`config.mk`:
```
export PLATFORM = sky130hd
export DESIGN_NAME = frame_deframer_sum_checksum
export DESIGN_NICKNAME = d
export VERILOG_FILES = /design/src/hdl/fdsc_pkg.sv /design/src/hdl/fdsc_deframer.sv /design/src/hdl/fdsc_skid.sv /design/src/hdl/frame_deframer_sum_checksum.sv
export SDC_FILE = /design/constraint.sdc
export NUM_CORES = 1
export LEC_CHECK = 0
export ABC_AREA = 1
export BUFFER_PORTS_ARGS = -buffer_cell sky130_fd_sc_hd__buf_2
export CORE_ASPECT_RATIO = 1.25
export CORE_MARGIN = 5
export CORE_UTILIZATION = 40
export DETAILED_ROUTE_END_ITERATION = 12
export HOLD_SLACK_MARGIN = 0.05
export SYNTH_ARGS = -nofsm -noshare
export SYNTH_HDL_FRONTEND = slang
export SYNTH_SLANG_ARGS = --single-unit
```
`constraint.sdc`:
```
create_clock -name aclk -period 5.4 [get_ports aclk]
set_input_delay 0 -clock aclk [delete_from_list [all_inputs] [get_ports aclk]]
set_output_delay 0 -clock aclk [all_outputs]
set_load 0.05 [all_outputs]
```
`src/hdl/fdsc_pkg.sv`:
```
package fdsc_pkg;

    localparam int WINDOW_DEPTH = 5;

    localparam logic [7:0] START_ONE_RESET = 8'd170;
    localparam logic [7:0] START_TWO_RESET = 8'd85;

    localparam logic [7:0] CFG_START_ONE = 8'd0;
    localparam logic [7:0] CFG_START_TWO = 8'd1;

    typedef enum logic [1:0] {
        PH_SEARCH = 2'd0,
        PH_READ   = 2'd1,
        PH_CHECK  = 2'd2
    } phase_t;

    typedef enum logic [1:0] {
        EV_PAYLOAD = 2'd0,
        EV_GOOD    = 2'd1,
        EV_BAD     = 2'd2
    } event_t;

    typedef struct packed {
        logic [1:0]  event_res;
        logic [7:0]  command;
        logic [15:0] frame_length;
        logic [7:0]  payload_byte;
        logic [15:0] payload_index;
    } result_t;

    typedef struct packed {
        logic valid;
        logic [7:0] index;
        logic [7:0] data;
    } cfg_write_t;

endpackage

```
`src/hdl/fdsc_deframer.sv`:
```
module fdsc_deframer (
    input  logic                  aclk,
    input  logic                  aresetn,
    input  fdsc_pkg::cfg_write_t  cfg_wr,
    input  logic                  in_accept,
    input  logic [7:0]            in_byte,
    output logic                  res_valid,
    output fdsc_pkg::result_t     res
);

    logic [7:0] start_one_reg, start_one_next;
    logic [7:0] start_two_reg, start_two_next;

    logic [7:0] win_reg [fdsc_pkg::WINDOW_DEPTH];
    logic [7:0] win_next [fdsc_pkg::WINDOW_DEPTH];

    fdsc_pkg::phase_t phase_reg, phase_next;
    logic [15:0] left_reg, left_next;
    logic [7:0]  sum_reg, sum_next;
    logic [7:0]  cmd_reg, cmd_next;
    logic [15:0] len_reg, len_next;

    logic [7:0]  hdr_sum;
    logic [15:0] hdr_len;
    logic        hdr_hit;

    assign hdr_sum = win_reg[0] + win_reg[1] + win_reg[2] + win_reg[3] + win_reg[4];
    assign hdr_len = {win_reg[3], win_reg[4]};
    assign hdr_hit = (win_reg[0] == start_one_reg) && (win_reg[1] == start_two_reg)
                     && (in_byte == ~hdr_sum);

    always_comb begin
        start_one_next = start_one_reg;
        start_two_next = start_two_reg;
        if (cfg_wr.valid) begin
            unique case (cfg_wr.index)
                fdsc_pkg::CFG_START_ONE: start_one_next = cfg_wr.data;
                fdsc_pkg::CFG_START_TWO: start_two_next = cfg_wr.data;
                default: ;
            endcase
        end
    end

    // Next phase.
    always_comb begin
        phase_next = phase_reg;
        if (in_accept) begin
            unique case (phase_reg)
                fdsc_pkg::PH_READ:
                    phase_next = (left_reg == 16'd1) ? fdsc_pkg::PH_CHECK : fdsc_pkg::PH_READ;
                fdsc_pkg::PH_CHECK:
                    phase_next = fdsc_pkg::PH_SEARCH;
                default:
                    phase_next = (hdr_hit && (hdr_len != 16'd0)) ? fdsc_pkg::PH_READ
                                                                 : fdsc_pkg::PH_SEARCH;
            endcase
        end
    end

    // Datapath and result.
    always_comb begin
        win_next  = win_reg;
        left_next = left_reg;
        sum_next  = sum_reg;
        cmd_next  = cmd_reg;
        len_next  = len_reg;
        res_valid = 1'b0;
        res.event_res     = fdsc_pkg::EV_PAYLOAD;
        res.command       = cmd_reg;
        res.frame_length  = len_reg;
        res.payload_byte  = 8'd0;
        res.payload_index = 16'd0;
        unique case (phase_reg)
            fdsc_pkg::PH_READ: begin
                sum_next  = sum_reg + in_byte;
                left_next = left_reg - 16'd1;
                res_valid = in_accept;
                res.payload_byte  = in_byte;
                res.payload_index = len_reg - left_reg;
            end
            fdsc_pkg::PH_CHECK: begin
                res_valid = in_accept;
                if (in_byte == ~sum_reg) begin
                    res.event_res = fdsc_pkg::EV_GOOD;
                end else begin
                    res.event_res = fdsc_pkg::EV_BAD;
                    for (int i = 0; i < fdsc_pkg::WINDOW_DEPTH; i++) begin
                        win_next[i] = 8'd0;
                    end
                end
            end
            default: begin
                for (int i = 0; i < fdsc_pkg::WINDOW_DEPTH - 1; i++) begin
                    win_next[i] = win_reg[i + 1];
                end
                win_next[fdsc_pkg::WINDOW_DEPTH - 1] = in_byte;
                if (hdr_hit) begin
                    cmd_next = win_reg[2];
                    len_next = hdr_len;
                    // A header with no payload completes the frame at once.
                    if (hdr_len == 16'd0) begin
                        res_valid          = in_accept;
                        res.event_res      = fdsc_pkg::EV_GOOD;
                        res.command        = win_reg[2];
                        res.frame_length   = hdr_len;
                    end else begin
                        left_next = hdr_len;
                        sum_next  = 8'd0;
                    end
                end
            end
        endcase
    end

    always_ff @(posedge aclk) begin
        if (!aresetn) begin
            start_one_reg <= fdsc_pkg::START_ONE_RESET;
            start_two_reg <= fdsc_pkg::START_TWO_RESET;
            for (int i = 0; i < fdsc_pkg::WINDOW_DEPTH; i++) begin
                win_reg[i] <= 8'd0;
            end
            phase_reg <= fdsc_pkg::PH_SEARCH;
            left_reg  <= 16'd0;
            sum_reg   <= 8'd0;
            cmd_reg   <= 8'd0;
            len_reg   <= 16'd0;
        end else begin
            start_one_reg <= start_one_next;
            start_two_reg <= start_two_next;
            phase_reg     <= phase_next;
            if (in_accept) begin
                win_reg  <= win_next;
                left_reg <= left_next;
                sum_reg  <= sum_next;
                cmd_reg  <= cmd_next;
                len_reg  <= len_next;
            end
        end
    end

endmodule

```
`src/hdl/fdsc_skid.sv`:
```
module fdsc_skid (
    input  logic               aclk,
    input  logic               aresetn,
    input  logic               wr_valid,
    input  fdsc_pkg::result_t  wr_data,
    output logic               wr_space,
    output logic               m_valid,
    input  logic               m_ready,
    output fdsc_pkg::result_t  m_data
);

    logic              main_valid_reg, main_valid_next;
    logic              skid_valid_reg, skid_valid_next;
    fdsc_pkg::result_t main_reg, main_next;
    fdsc_pkg::result_t skid_reg, skid_next;

    // Input is taken only while the skid slot is free, so a result can always land.
    assign wr_space = !skid_valid_reg;
    assign m_valid  = main_valid_reg;
    assign m_data   = main_reg;

    always_comb begin
        main_valid_next = main_valid_reg;
        skid_valid_next = skid_valid_reg;
        main_next       = main_reg;
        skid_next       = skid_reg;
        if (!main_valid_reg || m_ready) begin
            main_valid_next = skid_valid_reg || wr_valid;
            main_next       = skid_valid_reg ? skid_reg : wr_data;
            skid_valid_next = skid_valid_reg && wr_valid;
            skid_next       = wr_data;
        end else if (wr_valid) begin
            skid_valid_next = 1'b1;
            skid_next       = wr_data;
        end
    end

    always_ff @(posedge aclk) begin
        if (!aresetn) begin
            main_valid_reg <= 1'b0;
            skid_valid_reg <= 1'b0;
        end else begin
            main_valid_reg <= main_valid_next;
            skid_valid_reg <= skid_valid_next;
        end
        main_reg <= main_next;
        skid_reg <= skid_next;
    end

endmodule

```
`src/hdl/frame_deframer_sum_checksum.sv`:
```
// Byte-serial receive deframer with inverted-sum header and payload checksums.
// Input channel s_*: one received byte per transfer. Result channel m_*: at most
// one result per byte: a payload byte (event 0), frame good (1) or payload
// checksum bad (2), with the header's command and length attached.
// Configuration channel cfg_*: index 0 sets the first start byte, index 1 the
// second; other indices are ignored. cfg_ready is always high.
// Throughput is one byte per cycle while s_ready is high: the header test,
// window shift and running sum all complete between the byte's acceptance and
// the output buffer, whose result register drives m_valid.
// A two-entry output buffer (result register plus skid slot) separates the
// channels; s_ready drops only when both entries are full, so a receiver
// stall holds off input once a further result has filled the skid slot.
// Reset restores the start bytes to 0xAA and 0x55, clears the search window
// and running state, and empties the output buffer.
module frame_deframer_sum_checksum (
    input  logic        aclk,
    input  logic        aresetn,
    input  logic        cfg_valid,
    output logic        cfg_ready,
    input  logic [7:0]  cfg_index,
    input  logic [7:0]  cfg_data,
    input  logic        s_valid,
    output logic        s_ready,
    input  logic [7:0]  s_rx_byte,
    output logic        m_valid,
    input  logic        m_ready,
    output logic [1:0]  m_event_res,
    output logic [7:0]  m_command,
    output logic [15:0] m_frame_length,
    output logic [7:0]  m_payload_byte,
    output logic [15:0] m_payload_index
);

    fdsc_pkg::cfg_write_t cfg_wr;
    fdsc_pkg::result_t    res;
    fdsc_pkg::result_t    out_data;
    logic                 res_valid;
    logic                 space;
    logic                 accept;

    assign cfg_ready    = 1'b1;
    assign cfg_wr.valid = cfg_valid;
    assign cfg_wr.index = cfg_index;
    assign cfg_wr.data  = cfg_data;

    assign s_ready = space;
    assign accept  = s_valid && space;

    fdsc_deframer u_deframer (
        .aclk      (aclk),
        .aresetn   (aresetn),
        .cfg_wr    (cfg_wr),
        .in_accept (accept),
        .in_byte   (s_rx_byte),
        .res_valid (res_valid),
        .res       (res)
    );

    fdsc_skid u_skid (
        .aclk     (aclk),
        .aresetn  (aresetn),
        .wr_valid (res_valid),
        .wr_data  (res),
        .wr_space (space),
        .m_valid  (m_valid),
        .m_ready  (m_ready),
        .m_data   (out_data)
    );

    assign m_event_res     = out_data.event_res;
    assign m_command       = out_data.command;
    assign m_frame_length  = out_data.frame_length;
    assign m_payload_byte  = out_data.payload_byte;
    assign m_payload_index = out_data.payload_index;

endmodule

```
After elaboration in Yosys (flattened, before gate mapping)
Cells that the tools add are included.
{"block": "word_totals", "output_inout_bits": 53, "wordCells": 91, "reg_bits": 208, "input_bits": 29}
{"block": "op_classes", "eq_ne": 10, "reduce_logical": 20, "addsub": 7, "muxes": 25, "n_bitwise": 5}
{"cell": "$mux 50", "count": 3}
{"cell": "$pmux 40 s2", "count": 1}
{"cell": "$mux 24", "count": 2}
{"cell": "$add 8x8->8", "count": 5}
{"cell": "$mux 40", "count": 1}
{"cell": "$eq 8x8->1", "count": 4}
{"cell": "$mux 16", "count": 2}
{"cell": "$pmux 16 s2", "count": 1}
{"cell": "$mux 26", "count": 1}
{"cell": "$mux 25", "count": 1}
{"cell": "$eq 16x1->1 const B", "count": 1}
{"cell": "$logic_not 16->1", "count": 1}
{"cell": "$mux 8", "count": 2}
{"cell": "$not 8->8", "count": 2}
{"cell": "$pmux 8 s2", "count": 1}
{"cell": "$reduce_bool 16->1", "count": 1}
{"cell": "$sub 16x1->16 const B", "count": 1}
{"cell": "$sub 16x16->16", "count": 1}
{"cell": "$eq 8x1->1 const B", "count": 1}
{"cell": "$logic_not 8->1", "count": 1}
{"cell": "$pmux 2 s2", "count": 2}
{"cell": "$mux 1", "count": 6}
{"cell": "$reduce_and 3->1", "count": 2}
{"cell": "$logic_and 1x1->1", "count": 5}
{"cell": "other kinds (11)", "count": 19}

Longest topological paths before layout
Gate-level depths: netlist (run 1).
{"block": "depth", "ltp_word": 11, "ltp_mapped": 25, "mapped_depth_nobuf": 23}

By module
Synthesis (run 1) repeated with hierarchy kept, for this count alone.
{"block": "unflattened", "cells_unflattened": 1369, "hier_area_um2": 11061.9}
{"module": "fdsc_deframer", "n_inst": 1, "cells_each": 1090, "area_each_um2": 7206.9, "seq_area_each_um2": 2122.0}
{"module": "fdsc_skid", "n_inst": 1, "cells_each": 275, "area_each_um2": 3836.2, "seq_area_each_um2": 3042.9}
{"module": "frame_deframer_sum_checksum", "n_inst": 1, "cells_each": 4, "area_each_um2": 18.8, "seq_area_each_um2": 0.0}

Worst setup path before layout (run 1)
No wires, ideal clock.
{"block": "synth_timing", "path_kind": "reg-to-reg", "from": "register u_deframer.win_reg (netlist bit u_deframer.hdr_len[1])", "to": "register u_skid.skid_reg[0] in the netlist's numbering (enable)", "path_stages_with_launch": 18, "period_less_slack_ns": 4.901, "arrival_time_ns": 4.492, "setup_ns": 0.409, "setup_slack_ns": 0.499, "cell_sequence": "dfxtp_1 -> fa_1 -> fa_1 -> fa_1 -> ha_1 -> inv_1 -> fa_1 -> xnor2_1 -> nand2_1 -> nor2_1 -> nand2_1 -> nor2_1 -> nand3_1 -> nor2_1 -> nand3_1 -> nand2_1 -> nand2_1 -> nand2_1"}
{"block": "synth_via", "elab_chain_len": 7}
{"element": "start: declaration", "line": "fdsc_deframer.sv:14", "rtl": "logic [7:0] win_reg [fdsc_pkg::WINDOW_DEPTH];"}
{"element": "start signal: assignment", "line": "fdsc_deframer.sv:132", "rtl": "win_reg <= win_next;"}
{"element": "$add 8x8->8", "line": "fdsc_deframer.sv:27", "rtl": "assign hdr_sum = win_reg[0] + win_reg[1] + win_reg[2] + win_reg[3] + win_reg[4];"}
{"element": "$not 8->8", "line": "fdsc_deframer.sv:30", "rtl": "&& (in_byte == ~hdr_sum);"}
{"element": "$eq 8x8->1", "line": "fdsc_deframer.sv:30"}
{"element": "$logic_and 1x1->1", "line": "fdsc_deframer.sv:30"}
{"element": "$mux 1 (*)", "line": "fdsc_deframer.sv:97", "rtl": "if (hdr_hit) begin"}
{"element": "$mux 1 (*)", "line": "fdsc_deframer.sv:73", "rtl": "unique case (phase_reg)"}
{"element": "$reduce_bool 2->1 (no source line) (*)"}
{"element": "end signal: assignment", "line": "fdsc_skid.sv:47", "rtl": "skid_reg <= skid_next;"}
{"element": "end: declaration", "line": "fdsc_skid.sv:15", "rtl": "fdsc_pkg::result_t skid_reg, skid_next;"}
Mark *: on every way between the ends. The rest lies on a longest branch, timed or not.
A chain may end at the register's enable or synchronous reset.

Worst setup path in the final report (run 1)
{"block": "layout_timing", "from": "register u_deframer.win_reg (netlist bit u_deframer.hdr_len[1])", "to": "register u_skid.main_reg (netlist bit u_skid.m_data[28]) (data pin)"}
{"block": "layout_via", "elab_chain_len": 7}
{"element": "$add 8x8->8", "line": "fdsc_deframer.sv:27"}
{"element": "$not 8->8", "line": "fdsc_deframer.sv:30"}
{"element": "$eq 8x8->1", "line": "fdsc_deframer.sv:30"}
{"element": "$logic_and 1x1->1", "line": "fdsc_deframer.sv:30"}
{"element": "$mux 26 (*)", "line": "fdsc_deframer.sv:97"}
{"element": "$mux 24 (*)", "line": "fdsc_deframer.sv:73"}
{"element": "$mux 50 (*)", "line": "fdsc_skid.sv:29", "rtl": "main_next = skid_valid_reg ? skid_reg : wr_data;"}
{"element": "end signal: assignment", "line": "fdsc_skid.sv:46", "rtl": "main_reg <= main_next;"}
{"element": "end: declaration", "line": "fdsc_skid.sv:14", "rtl": "fdsc_pkg::result_t main_reg, main_next;"}
Marked as above.

==> qor.csv, run 1 <==
stage;metric;value;unit
sta;worst setup margin;0.716;ns
cells_and_area;n_diodes;0;
cells_and_area;share of layout cells above drive strength 1;0.103;
floorplanning;DIE HEIGHT;194;um
pwr;power per cell area;296;mW/mm2
hold_path;Hold Startpoint;aresetn;
worst_setup_path;R2R Setup Slk;0.72;ns
worst_setup_path;Reg2Reg Launch Point;u_deframer.hdr_len[1];
floorplanning;Die Span X;158;um
sta;worst-margin pin slew;1.08;ns
global_route;first-pass GRT wire length;44600;um
worst_setup_path;critical path class;reg2reg;
sta;WHS;0.121;ns
floorplanning;Ports;82;
yosys;Synth Instances;1340;
global_route;vias in the first global route;8654;
cts;Clock transition at path regs;0.06;ns
global_route;total track usage;0.178;
sta;Setup Skew;0.0186;ns
worst_setup_path;CP Max Fanout;25;
hold_path;Hold/Removal Path Class;in2reg;
yosys;Post-Synth Adder-Cell Area;0.0795;
sta;minimum clock period;4.68;ns
sta;fin. max-slew vios;0;
sta;Final Cycle Share;0.867;
floorplanning;Die Area;0.0306;mm2
placed_design;worst setup slack after placement;0.701;ns
yosys;sequential element share of the synthesized area;0.474;
yosys;synthesized area per cell;8.13;um2
sta;fmax;0.214;GHz
cts;CTS root buffer;clkbuf_16;
pwr;Power Total;3.72;mW
floorplanning;Core Region;0.0268;mm2
outcome;outcome;completed;
route;drt drc;0;
yosys;largest family of logic cells by synthesized area;simple AND/OR/NAND/NOR gates;
cells_and_area;Final Instance Area;0.0126;mm2
global_route;largest net degree at the start of global routing;78;
cells_and_area;Nets;1509;
cts;CTS Buf Count;23;
route;Routed Antenna Nets;0;
sta;RSZ-0062 raised after global routing;false;
worst_setup_path;CP endpoint kind;flop;
sta;Slew Limit Headroom;0.278;
yosys;Post-Synth Simple-Gate Area;0.217;
yosys;Top FF cell, synth;dfxtp_1;
route;routed vias/inst;4.93;
yosys;Post-synth ARST share;0;
pwr;VDD IR max;0.000177;V
cts;CTS tree;built;
placed_design;HPWL after DPL;19000;um
placed_design;GPL Wtd Cong;0.846;
yosys;post-synthesis xor/xnor area fraction;0.0207;
worst_setup_path;WP data required;5.62;ns
route;final wirelength;27000;um
cts;CTS Buffer Depth;3;
yosys;Synth Area in Compound Gates;0.116;
sta;Fin. Hold Viols;0;
global_route;gr ovfl total;0;
route;Iter 0 DRT Violations;485;
cells_and_area;Layout area overhead;15.3;%
worst_setup_path;Worst Setup Start Kind;flop;
sta;Final TNS setup;0;ns
pwr;Leakage;5.94;nW
yosys;total of warnings raised by yosys;0;
route;Initial DRT Pass Iterations;5;
route;vias;8800;
run;Max-cap violations;0;
cts;H-tree level count;1;
hold_path;hold path cells;2;
yosys;Mapped Nets;1425;
worst_setup_path;Critical R2R Capture;u_skid.m_data[28];
global_route;initial antenna violation count;0;
route;routed wire length per instance;15.2;um
yosys;Seq cells post-synth;208;
placed_design;placed inst area;0.0116;mm2
yosys;Distinct cells, synth;43;
cts;clk_lat worst skew;0.51;ns
cts;post-CTS resize count;0;
worst_setup_path;R2R cell count;18;
cts;Sink Count;208;
floorplanning;Starting Density;0.406;
sta;final-report setup violation count;0;
yosys;mapped cell area;0.0109;mm2
yosys;number of enable flip-flop cells after synthesis;100;
worst_setup_path;Crit path arrival time;4.91;ns
floorplanning;Row Count;67;
yosys;multiplexer area fraction after synthesis;0;
placed_design;IO Port Bufs;80;
hold_path;Min-Delay Endpoint;u_deframer.start_one_reg[3];
[cell families (layout without fill, tap and decap cells)]
kind of cell / count (synthesis) / in the layout
buf+inv: 253 / 353
flops: 208 / 208
fa+ha+maj: 56 / 56
compound gates: 237 / 237
xor+xnor: 24 / 24
other cells: 1 / 1
simple gates: 561 / 561
[metrics by stage]
stage               utilization  instances
finish                    0.468       1785
global route              0.468       1785
CTS                       0.468       1785
detailed placement        0.432       1720
global placement          0.432       1720
floorplan                     -       1340
[cell type report]
class | instances | area, um2
fill | 2669 | 14300
multi-input combinational | 879 | 4750
inverter | 197 | 739
clock inverter | 10 | 101
timing repair buffer | 115 | 736
tap | 345 | 432
sequential | 208 | 5170
clock buffer | 31 | 638
[cells in the mapped netlist (7+ instances only)]
library cell  count  area (um2)
nand2_1         332        1250
inv_1           193         724
a21oi_1         112         561
dfxtp_1         108        2160
edfxtp_1        100        3000
nand3_1          89         445
nor2_1           88         330
o21ai_0          84         420
clkbuf_1         45         169
ha_1             34         425
fa_1             22         440
nand4_1          18         113
a211oi_1         14         105
xor2_1           14         123
nand2_2          10        62.6
o21ai_1          10        50.1
xnor2_1           9        78.8
nor3_1            7        35.0
[worst max path at each step]
stage	from	endpoint	slack [ns]	cells past startpoint
5_1_grt	u_deframer.hdr_len[1]	u_skid.m_data[29]	0.34	16
2_1_floorplan	u_deframer.hdr_len[1]	u_skid.skid_reg[0]	0.50	17
3_3_place_gp	u_deframer.hdr_len[1]	u_skid.m_data[32]	0.77	16
4_1_cts	u_deframer.hdr_len[1]	u_skid.m_data[25]	0.69	16
3_5_place_dp	u_deframer.hdr_len[1]	u_skid.m_data[25]	0.70	18
6_report	u_deframer.hdr_len[1]	u_skid.m_data[28]	0.72	18
[cell usage in the layout (no fill, tap or decap), types with 2 or more instances in the layout]
cell type	instances
bufinv_16	2
dfxtp_1	107
o211ai_1	5
nor2_1	87
or2_1	2
inv_1	192
xor2_1	14
o21a_1	2
ha_1	34
o31ai_1	2
clkbuf_16	24
edfxtp_1	100
a31oi_1	2
nor4_1	3
dlygate4sd3_1	24
nand3b_1	5
buf_4	10
a21boi_0	3
clkinv_2	6
a21oi_1	112
nand3_1	89
clkbuf_1	5
nand2_1	331
nand2_2	11
buf_2	80
nand4_1	18
a211oi_1	14
nor2_4	2
nor3_1	6
o21ai_0	84
xnor2_1	9
clkinv_1	3
inv_2	3
fa_1	22
o21ai_1	10
[power by group]
group	leakage, nW	internal [mW]	switching (mW)
logic	3.49	0.150	0.297
registers	2.09	1.69	0.0308
clock network	0.366	0.923	0.627
total	5.94	2.76	0.955
[per-layer routing]
metal / up-vias / part of all wire / GRT usage
met5: - / 0 / 0
met4: 0 / 0.039 / 0.0647
met3: 56 / 0.036 / 0.0218
met2: 164 / 0.49 / 0.312
met1: 4052 / 0.43 / 0.223
li1: 4528 / - / -
[repair_timing]
| item | in CTS | in global routing |
|---|---|---|
| endpoints found under the setup margin | 0 | 0 |
| setup buffers | 0 | 0 |
| hold buffers | 24 | 0 |
| hold endpoints to repair | 43 | 0 |
[critical path, cell delays in order, from the launching register on]
cell and delay, ns:
dfxtp_1 0.46, fa_1 0.45, fa_1 0.50, fa_1 0.51, ha_1 0.18, inv_1 0.07, fa_1 0.43, inv_1 0.10
nand2_1 0.08, nand3_1 0.08, nand2_1 0.05, nor2_1 0.10, nand2_1 0.07, nor2_1 0.12, nand4_1 0.14, nor2_4 0.31
nand3_4 0.42, nand2_1 0.23, o21ai_0 0.09
Note: power is estimated with default switching activity, not from simulation.
==> inputs of run 2 (changes only) <==
--- a/config.mk
+++ b/config.mk
@@ -5,7 +5,6 @@
 export SDC_FILE = /design/constraint.sdc
 export NUM_CORES = 1
 export LEC_CHECK = 0
-export ABC_AREA = 1
 export BUFFER_PORTS_ARGS = -buffer_cell sky130_fd_sc_hd__buf_2
 export CORE_ASPECT_RATIO = 1.25
 export CORE_MARGIN = 5
==> run 2 against run 1 <==
  * Routed wire length is 2.4% lower
  * Sequential share of layout area is 0.40 points higher
  * Final cell count fell by 18%
  * Synthesized cell count decreased by 25%
  * Worst setup slack got worse by 0.42 ns
  * Register-to-register slack worse by 0.42 ns
  * Die area decreased by 1.7%
  * Power is 3.5% lower
  * Utilization hardly changed
==> qor.csv, run 2 <==
stage;metric;value;unit
floorplanning;Core Region;0.0266;mm2
cts;CTS Buf Count;23;
worst_setup_path;critical path class;reg2reg;
outcome;outcome;completed;
worst_setup_path;Critical Path Max Stage Delay;0.50;ns
cells_and_area;commonest non-fill, non-tap cells in the layout;107 x dfxtp_1, 100 x edfxtp_1, 80 x buf_2, 78 x nand2_1, 75 x nor2b_1;
hold_path;Hold Startpoint;aresetn;
worst_setup_path;CP endpoint kind;flop;
worst_setup_path;WP depth;14;
worst_setup_path;Crit path arrival time;5.28;ns
placed_design;cell total after placement;1405;
hold_path;Min-Delay Endpoint;u_skid.m_valid;
sta;Final Cycle Share;0.946;
route;final wirelength;26400;um
cts;Sink Count;208;
cells_and_area;n_diodes;0;
yosys;Distinct cells, synth;66;
sta;RSZ-0062 raised after global routing;false;
floorplanning;Die Span X;156;um
pwr;Clock power frac;0.407;
sta;worst-margin pin slew;0.902;ns
cells_and_area;multi-input logic area;0.00508;mm2
cts;CTS root buffer;clkbuf_16;
yosys;Post-synth top cells;108 x dfxtp_1, 100 x edfxtp_1, 78 x nand2_1;
sta;final-report setup violation count;0;
pwr;Power Total;3.59;mW
cts;CTS tree;built;
worst_setup_path;kind of cell adding the most delay to the critical path;adder cells;
placed_design;worst setup slack after placement;0.360;ns
placed_design;IO Port Bufs;80;
sta;Setup Skew;0.0160;ns
worst_setup_path;Reg2Reg Launch Point;u_deframer.hdr_len[1];
route;Iter 0 DRT Violations;552;
cts;# Post-CTS Setup Buffers;0;
worst_setup_path;WP data required;5.57;ns
yosys;Synth area leader;edfxtp_1;
sta;Slew Limit Headroom;0.397;
floorplanning;Row Count;67;
hold_path;hold path cells;2;
cells_and_area;fin cells;1471;
yosys;top-area cell type share of the netlist area;0.281;
floorplanning;Starting Density;0.402;
worst_setup_path;CP most frequent cell;fa_1;
worst_setup_path;R2R cell count;14;
hold_path;Hold/Removal Path Class;in2reg;
worst_setup_path;CP Max Fanout;50;
floorplanning;Ports;82;
yosys;Top FF cell, synth;dfxtp_1;
sta;minimum clock period;5.11;ns
run;Max-cap violations;0;
sta;fmax;0.196;GHz
route;Routed Antenna Nets;0;
worst_setup_path;Worst Setup Start Kind;flop;
global_route;largest net degree at the start of global routing;74;
worst_setup_path;slowest stage cell, crit path;fa_1;
yosys;Synth area leaders;edfxtp_1 28%, dfxtp_1 20%, nor2b_1 4.4%;
pwr;power per cell area;288;mW/mm2
cells_and_area;commonest non-fill, non-tap cell in the layout;dfxtp_1;
yosys;most frequent cell after synthesis;dfxtp_1;
cells_and_area;register area;0.00517;mm2
floorplanning;DIE HEIGHT;193;um
worst_setup_path;Critical R2R Capture;u_skid.skid_reg[44];
sta;Final TNS setup;0;ns
global_route;first-pass GRT wire length;42200;um
worst_setup_path;Critical Path, Cell by Cell;fa_1 -> fa_1 -> fa_1 -> ha_1 -> inv_1 -> fa_1 -> nand2b_1 -> a21oi_1 -> xor2_1 -> mux2i_1 -> nand4bb_4 -> o21ai_0 -> a21o_2 -> buf_12;
route;vias;7804;
yosys;number of enable flip-flop cells after synthesis;100;
worst_setup_path;R2R Setup Slk;0.29;ns
yosys;synthesized area per cell;10.6;um2
cts;Clock transition at path regs;0.06;ns
route;routed vias/inst;5.31;
cells_and_area;Filler cells;2461;
route;Initial DRT Pass Iterations;6;
sta;Fin. Hold Viols;0;
yosys;Synth Instances;1010;
cts;clk_lat worst skew;0.51;ns
yosys;Post-synth ARST share;0;
yosys;Seq cells post-synth;208;
pwr;Power Internal;2.69;mW
placed_design;HPWL after DPL;18500;um
worst_setup_path;critical path buffer and inverter count;2;
pwr;switching power;0.900;mW
global_route;total track usage;0.174;
pwr;VDD IR max;0.000225;V
cts;H-tree level count;1;
pwr;Leakage;5.25;nW
global_route;gr ovfl total;0;
yosys;sequential element share of the synthesized area;0.483;
cells_and_area;share of layout cells above drive strength 1;0.148;
cells_and_area;Nets;1196;
floorplanning;Die Area;0.0301;mm2
global_route;initial antenna violation count;0;
sta;worst setup margin;0.293;ns
pwr;sw frac;0.251;
route;drt drc;0;
sta;fin. max-slew vios;0;
cells_and_area;Layout area overhead;16.3;%
placed_design;GPL Wtd Cong;0.847;
yosys;Mapped Nets;1095;
cts;post-CTS resize count;0;
route;routed wire length per instance;17.9;um
cts;CTS Buffer Depth;3;
yosys;mapped cell area;0.0107;mm2
pwr;Comb pwr share;0.117;
pwr;Sequential Power Share;0.477;
yosys;total of warnings raised by yosys;0;
global_route;vias in the first global route;7943;
[run 2: cell types whose count changed in the layout (fill, tap and decap cells not counted), sizes merged, moves of 37 or more]
cell   previous run  this run
nand2           342        78
inv             195        58
a21oi           112        23
nor2b             0        75
nand3            91        18
o21ai            94        24
a22oi             0        41
mux2i             0        41
o31ai             2        39
[run 2: worst max-delay path by stage]
stage / slack (ns) / from / endpoint
2_1_floorplan: 0.02 / u_deframer.hdr_len[1] / u_skid.skid_reg[0]
3_3_place_gp: 0.46 / u_deframer.hdr_len[1] / u_deframer.left_reg[12]
3_5_place_dp: 0.36 / u_deframer.hdr_len[1] / u_skid.skid_reg[12]
4_1_cts: 0.32 / u_deframer.hdr_len[1] / u_skid.skid_reg[36]
5_1_grt: 0.04 / u_deframer.hdr_len[1] / u_skid.skid_reg[35]
6_report: 0.29 / u_deframer.hdr_len[1] / u_skid.skid_reg[44]
[run 2: cells by family (layout without fill, tap and decap cells)]
kind of cell	after synthesis	count (layout)	share of synthesized area
compound gates	206	206	0.140
xor+xnor	50	50	0.0422
fa+ha+maj	56	56	0.0810
buf+inv	111	227	0.0420
flops	208	208	0.483
mux	56	56	0.0542
other cells	1	1	0.000351
simple gates	322	322	0.157
[run 2: power groups by stage]
stage	clock network (mW)	logic (mW)	registers (mW)
2_1_floorplan	0	0.247	1.79
3_3_place_gp	0	0.404	1.74
3_5_place_dp	0	0.408	1.74
4_1_cts	1.50	0.420	1.71
5_1_grt	1.56	0.457	1.71
6_report	1.46	0.418	1.71
[run 2: what timing repair did]
item                                   in CTS  in global routing
hold buffers                               26                  0
endpoints found under the hold margin      41                  0
setup endpoints to repair                   0                  0
[run 2: final cells by class]
class | count | share of cell area
Timing Repair Buffer | 129 | 0.0680
Multi-Input combinational cell | 691 | 0.409
Clock inverter | 6 | 0.00221
Clock buffer | 34 | 0.0537
Inverter | 58 | 0.0175
Tap cell | 345 | 0.0347
Sequential cell | 208 | 0.415
[run 2: worst register-to-register path: cells and delay by family, from the launching register on]
family,cells,cell delay [ns]
AOI/OAI and AO/OA,3,0.66
xor gates and xnor gates,1,0.21
adders and majority gates,5,2.06
buffers and inverters,2,0.31
DFF,1,0.47
muxes,1,0.46
and+or+nand+nor,2,0.53
[run 2: metrics by stage]
stage | area, um2 | util | hold WS [ns]
after floorplan | 10700 | - | 0.125
after global placement | 11500 | 0.432 | 0.231
after detailed placement | 11500 | 0.432 | 0.234
after CTS | 12400 | 0.468 | 0.0516
after global routing | 12400 | 0.468 | 0.0809
final | 12400 | 0.468 | 0.0536
[run 2: routing by layer]
layer	GRT usage	vias up	part of all wire	routed length [um]
met5	0	-	0	0
met4	0.0544	0	0.026	696
met3	0.0238	51	0.044	1150
met2	0.315	166	0.51	13400
met1	0.215	3741	0.42	11100
li1	-	3846	-	-
==> inputs of run 3 (changes only) <==
--- a/config.mk
+++ b/config.mk
@@ -5,7 +5,7 @@
 export SDC_FILE = /design/constraint.sdc
 export NUM_CORES = 1
 export LEC_CHECK = 0
-export BUFFER_PORTS_ARGS = -buffer_cell sky130_fd_sc_hd__buf_2
+export BUFFER_PORTS_ARGS = -buffer_cell sky130_fd_sc_hd__buf_4
 export CORE_ASPECT_RATIO = 1.25
 export CORE_MARGIN = 5
 export CORE_UTILIZATION = 40
==> run 3 against run 2 <==
  * Combinational power grew 3%
  * Largest cell class unchanged
  * Maximum frequency grew 1.4%
  * Global-route usage shrank 0.19 points
  * Via count grew 0.65%
  * Power grew 4.6%
  * Sequential share of layout area shrank 1.1 points
  * Sequential power is essentially flat
  * Clock power grew 10%
  * Highest routed layer unchanged
  * Worst hold slack gained 0.096 ns
  * Die area is the same
==> qor.csv, run 3 (synthesized netlist as in run 2, its figures left out) <==
stage;metric;value;unit
outcome;outcome;completed;
pwr;VDD IR max;0.000211;V
cells_and_area;Layout area overhead;19.6;%
placed_design;GPL Wtd Cong;0.832;
global_route;initial antenna violation count;0;
placed_design;worst setup slack after placement;0.407;ns
sta;Fin. Hold Viols;0;
placed_design;cell total after placement;1404;
placed_design;IO Port Bufs;80;
global_route;GRT met1 Usage;0.210;
cts;# Post-CTS Setup Buffers;0;
route;Initial DRT Pass Iterations;8;
floorplanning;Die Span X;156;um
route;routed wire length per instance;17.9;um
cells_and_area;n_diodes;0;
pwr;Leakage;5.33;nW
hold_path;Hold Startpoint;cfg_index[5];
cells_and_area;Filler cells;2476;
sta;minimum clock period;5.04;ns
floorplanning;Die Area;0.0301;mm2
cells_and_area;commonest non-fill, non-tap cells in the layout;107 x dfxtp_1, 101 x buf_4, 100 x edfxtp_1, 78 x nand2_1, 75 x nor2b_1;
pwr;Power Internal;2.82;mW
worst_setup_path;R2R Setup Slk;0.36;ns
global_route;first-pass GRT wire length;41900;um
sta;RSZ-0062 raised after global routing;false;
pwr;Clock power frac;0.429;
cts;clk_lat worst skew;0.52;ns
global_route;vias in the first global route;7783;
placed_design;HPWL after DPL;18400;um
cts;Sink Count;208;
route;vias;7855;
hold_path;Hold/Removal Path Class;in2reg;
pwr;sw frac;0.249;
cts;Clock transition at path regs;0.06;ns
global_route;largest net degree at the start of global routing;59;
route;drt drc;0;
worst_setup_path;CP endpoint kind;flop;
worst_setup_path;WP data required;5.58;ns
route;Routed Antenna Nets;0;
sta;worst setup margin;0.364;ns
floorplanning;Starting Density;0.402;
worst_setup_path;critical path class;reg2reg;
worst_setup_path;CP Launch Point;u_deframer.hdr_len[1];
route;Iter 0 DRT Violations;478;
cells_and_area;multi-input logic area;0.00509;mm2
sta;Slew Limit Headroom;0.378;
cts;H-tree level count;1;
global_route;gr ovfl total;0;
route;routed vias/inst;5.31;
worst_setup_path;Crit path arrival time;5.21;ns
route;final wirelength;26500;um
worst_setup_path;Reg2Reg Launch Point;u_deframer.hdr_len[1];
global_route;total track usage;0.173;
global_route;GRT Max-Usage Layer;met2;
worst_setup_path;CP Max Fanout;50;
worst_setup_path;Worst Setup Start Kind;flop;
floorplanning;Row Count;67;
cells_and_area;Nets;1202;
sta;WHS;0.149;ns
cts;CTS tree;built;
pwr;Sequential Power Share;0.456;
floorplanning;DIE HEIGHT;193;um
cells_and_area;fin cells;1479;
global_route;GRT met3 Usage;0.0220;
floorplanning;Ports;82;
cells_and_area;register area;0.00517;mm2
floorplanning;Core Region;0.0266;mm2
sta;worst-margin pin slew;0.930;ns
cells_and_area;commonest non-fill, non-tap cell in the layout;dfxtp_1;
cells_and_area;share of layout cells above drive strength 1;0.150;
pwr;switching power;0.932;mW
cts;CTS root buffer;clkbuf_16;
sta;fin. max-slew vios;0;
run;Max-cap violations;0;
global_route;grt met2 use;0.315;
sta;final-report setup violation count;0;
sta;Setup Skew;0.0163;ns
cts;CTS Buffer Depth;3;
sta;Final TNS setup;0;ns
cts;CTS Buf Count;23;
sta;fmax;0.199;GHz
pwr;power per cell area;293;mW/mm2
sta;Final Cycle Share;0.933;
pwr;Comb pwr share;0.115;
==> run 3: cell count changes in the layout (fill, tap and decap cells not counted), moves of 2 or more <==
cell	before	now
clkinv_1	2	0
buf_4	22	101
dlygate4sd3_1	26	33
bufinv_16	0	2
buf_2	80	0
==> run 3: critical path, cell delays in order (launching register included) <==
cell	delay, ns
dfxtp_1	0.47
fa_1	0.45
fa_1	0.49
fa_1	0.51
ha_1	0.16
inv_1	0.06
fa_1	0.45
xor2_1	0.21
xnor2_1	0.13
nand4_1	0.15
a2111oi_4	0.49
nand4bb_4	0.35
o21ai_0	0.26
a21o_2	0.19
buf_12	0.25
==> run 3: power by group through the flow <==
stage / logic, mW / registers [mW] / clock network, mW
6_report: 0.432 / 1.71 / 1.61
4_1_cts: 0.434 / 1.71 / 1.65
2_1_floorplan: 0.247 / 1.79 / 0
3_3_place_gp: 0.417 / 1.74 / 0
3_5_place_dp: 0.420 / 1.75 / 0
5_1_grt: 0.470 / 1.71 / 1.71
==> run 3: through the flow <==
stage / cell area, um2 / power, mW / utilization
after global placement: 11700 / 2.16 / 0.440
after CTS: 12800 / 3.80 / 0.481
final: 12800 / 3.75 / 0.481
after global routing: 12800 / 3.89 / 0.481
after detailed placement: 11700 / 2.16 / 0.440
after floorplan: 10700 / 2.03 / -
==> run 3: path summary, 6_finish.rpt <==
kind / end / cells past startpoint
max: u_skid.skid_reg[46] / 14
min: u_deframer.start_one_reg[0] / 6
max reg2reg: u_skid.skid_reg[46] / 14
min reg2reg: u_deframer.phase_reg[1] / 2
==> run 3: area by class of cell <==
type | count | share of cell area
clock inverter | 8 | 0.00783
clock buffer | 34 | 0.0530
inverter | 58 | 0.0170
multi-input combinational | 691 | 0.398
sequential | 208 | 0.404
timing repair buffer | 135 | 0.0867
tap | 345 | 0.0338
==> run 3: layer usage <==
metal	vias up	routed length (um)
li1	3865	-
met1	3781	11200
met2	162	13500
met3	47	1070
met4	0	720
met5	-	0
==> run 3: repair_timing <==
action                                 4_1_cts  5_1_grt
resized for setup                            0        0
endpoints found under the hold margin       75        0
hold buffers                                33        0
setup endpoints to repair                    0        0
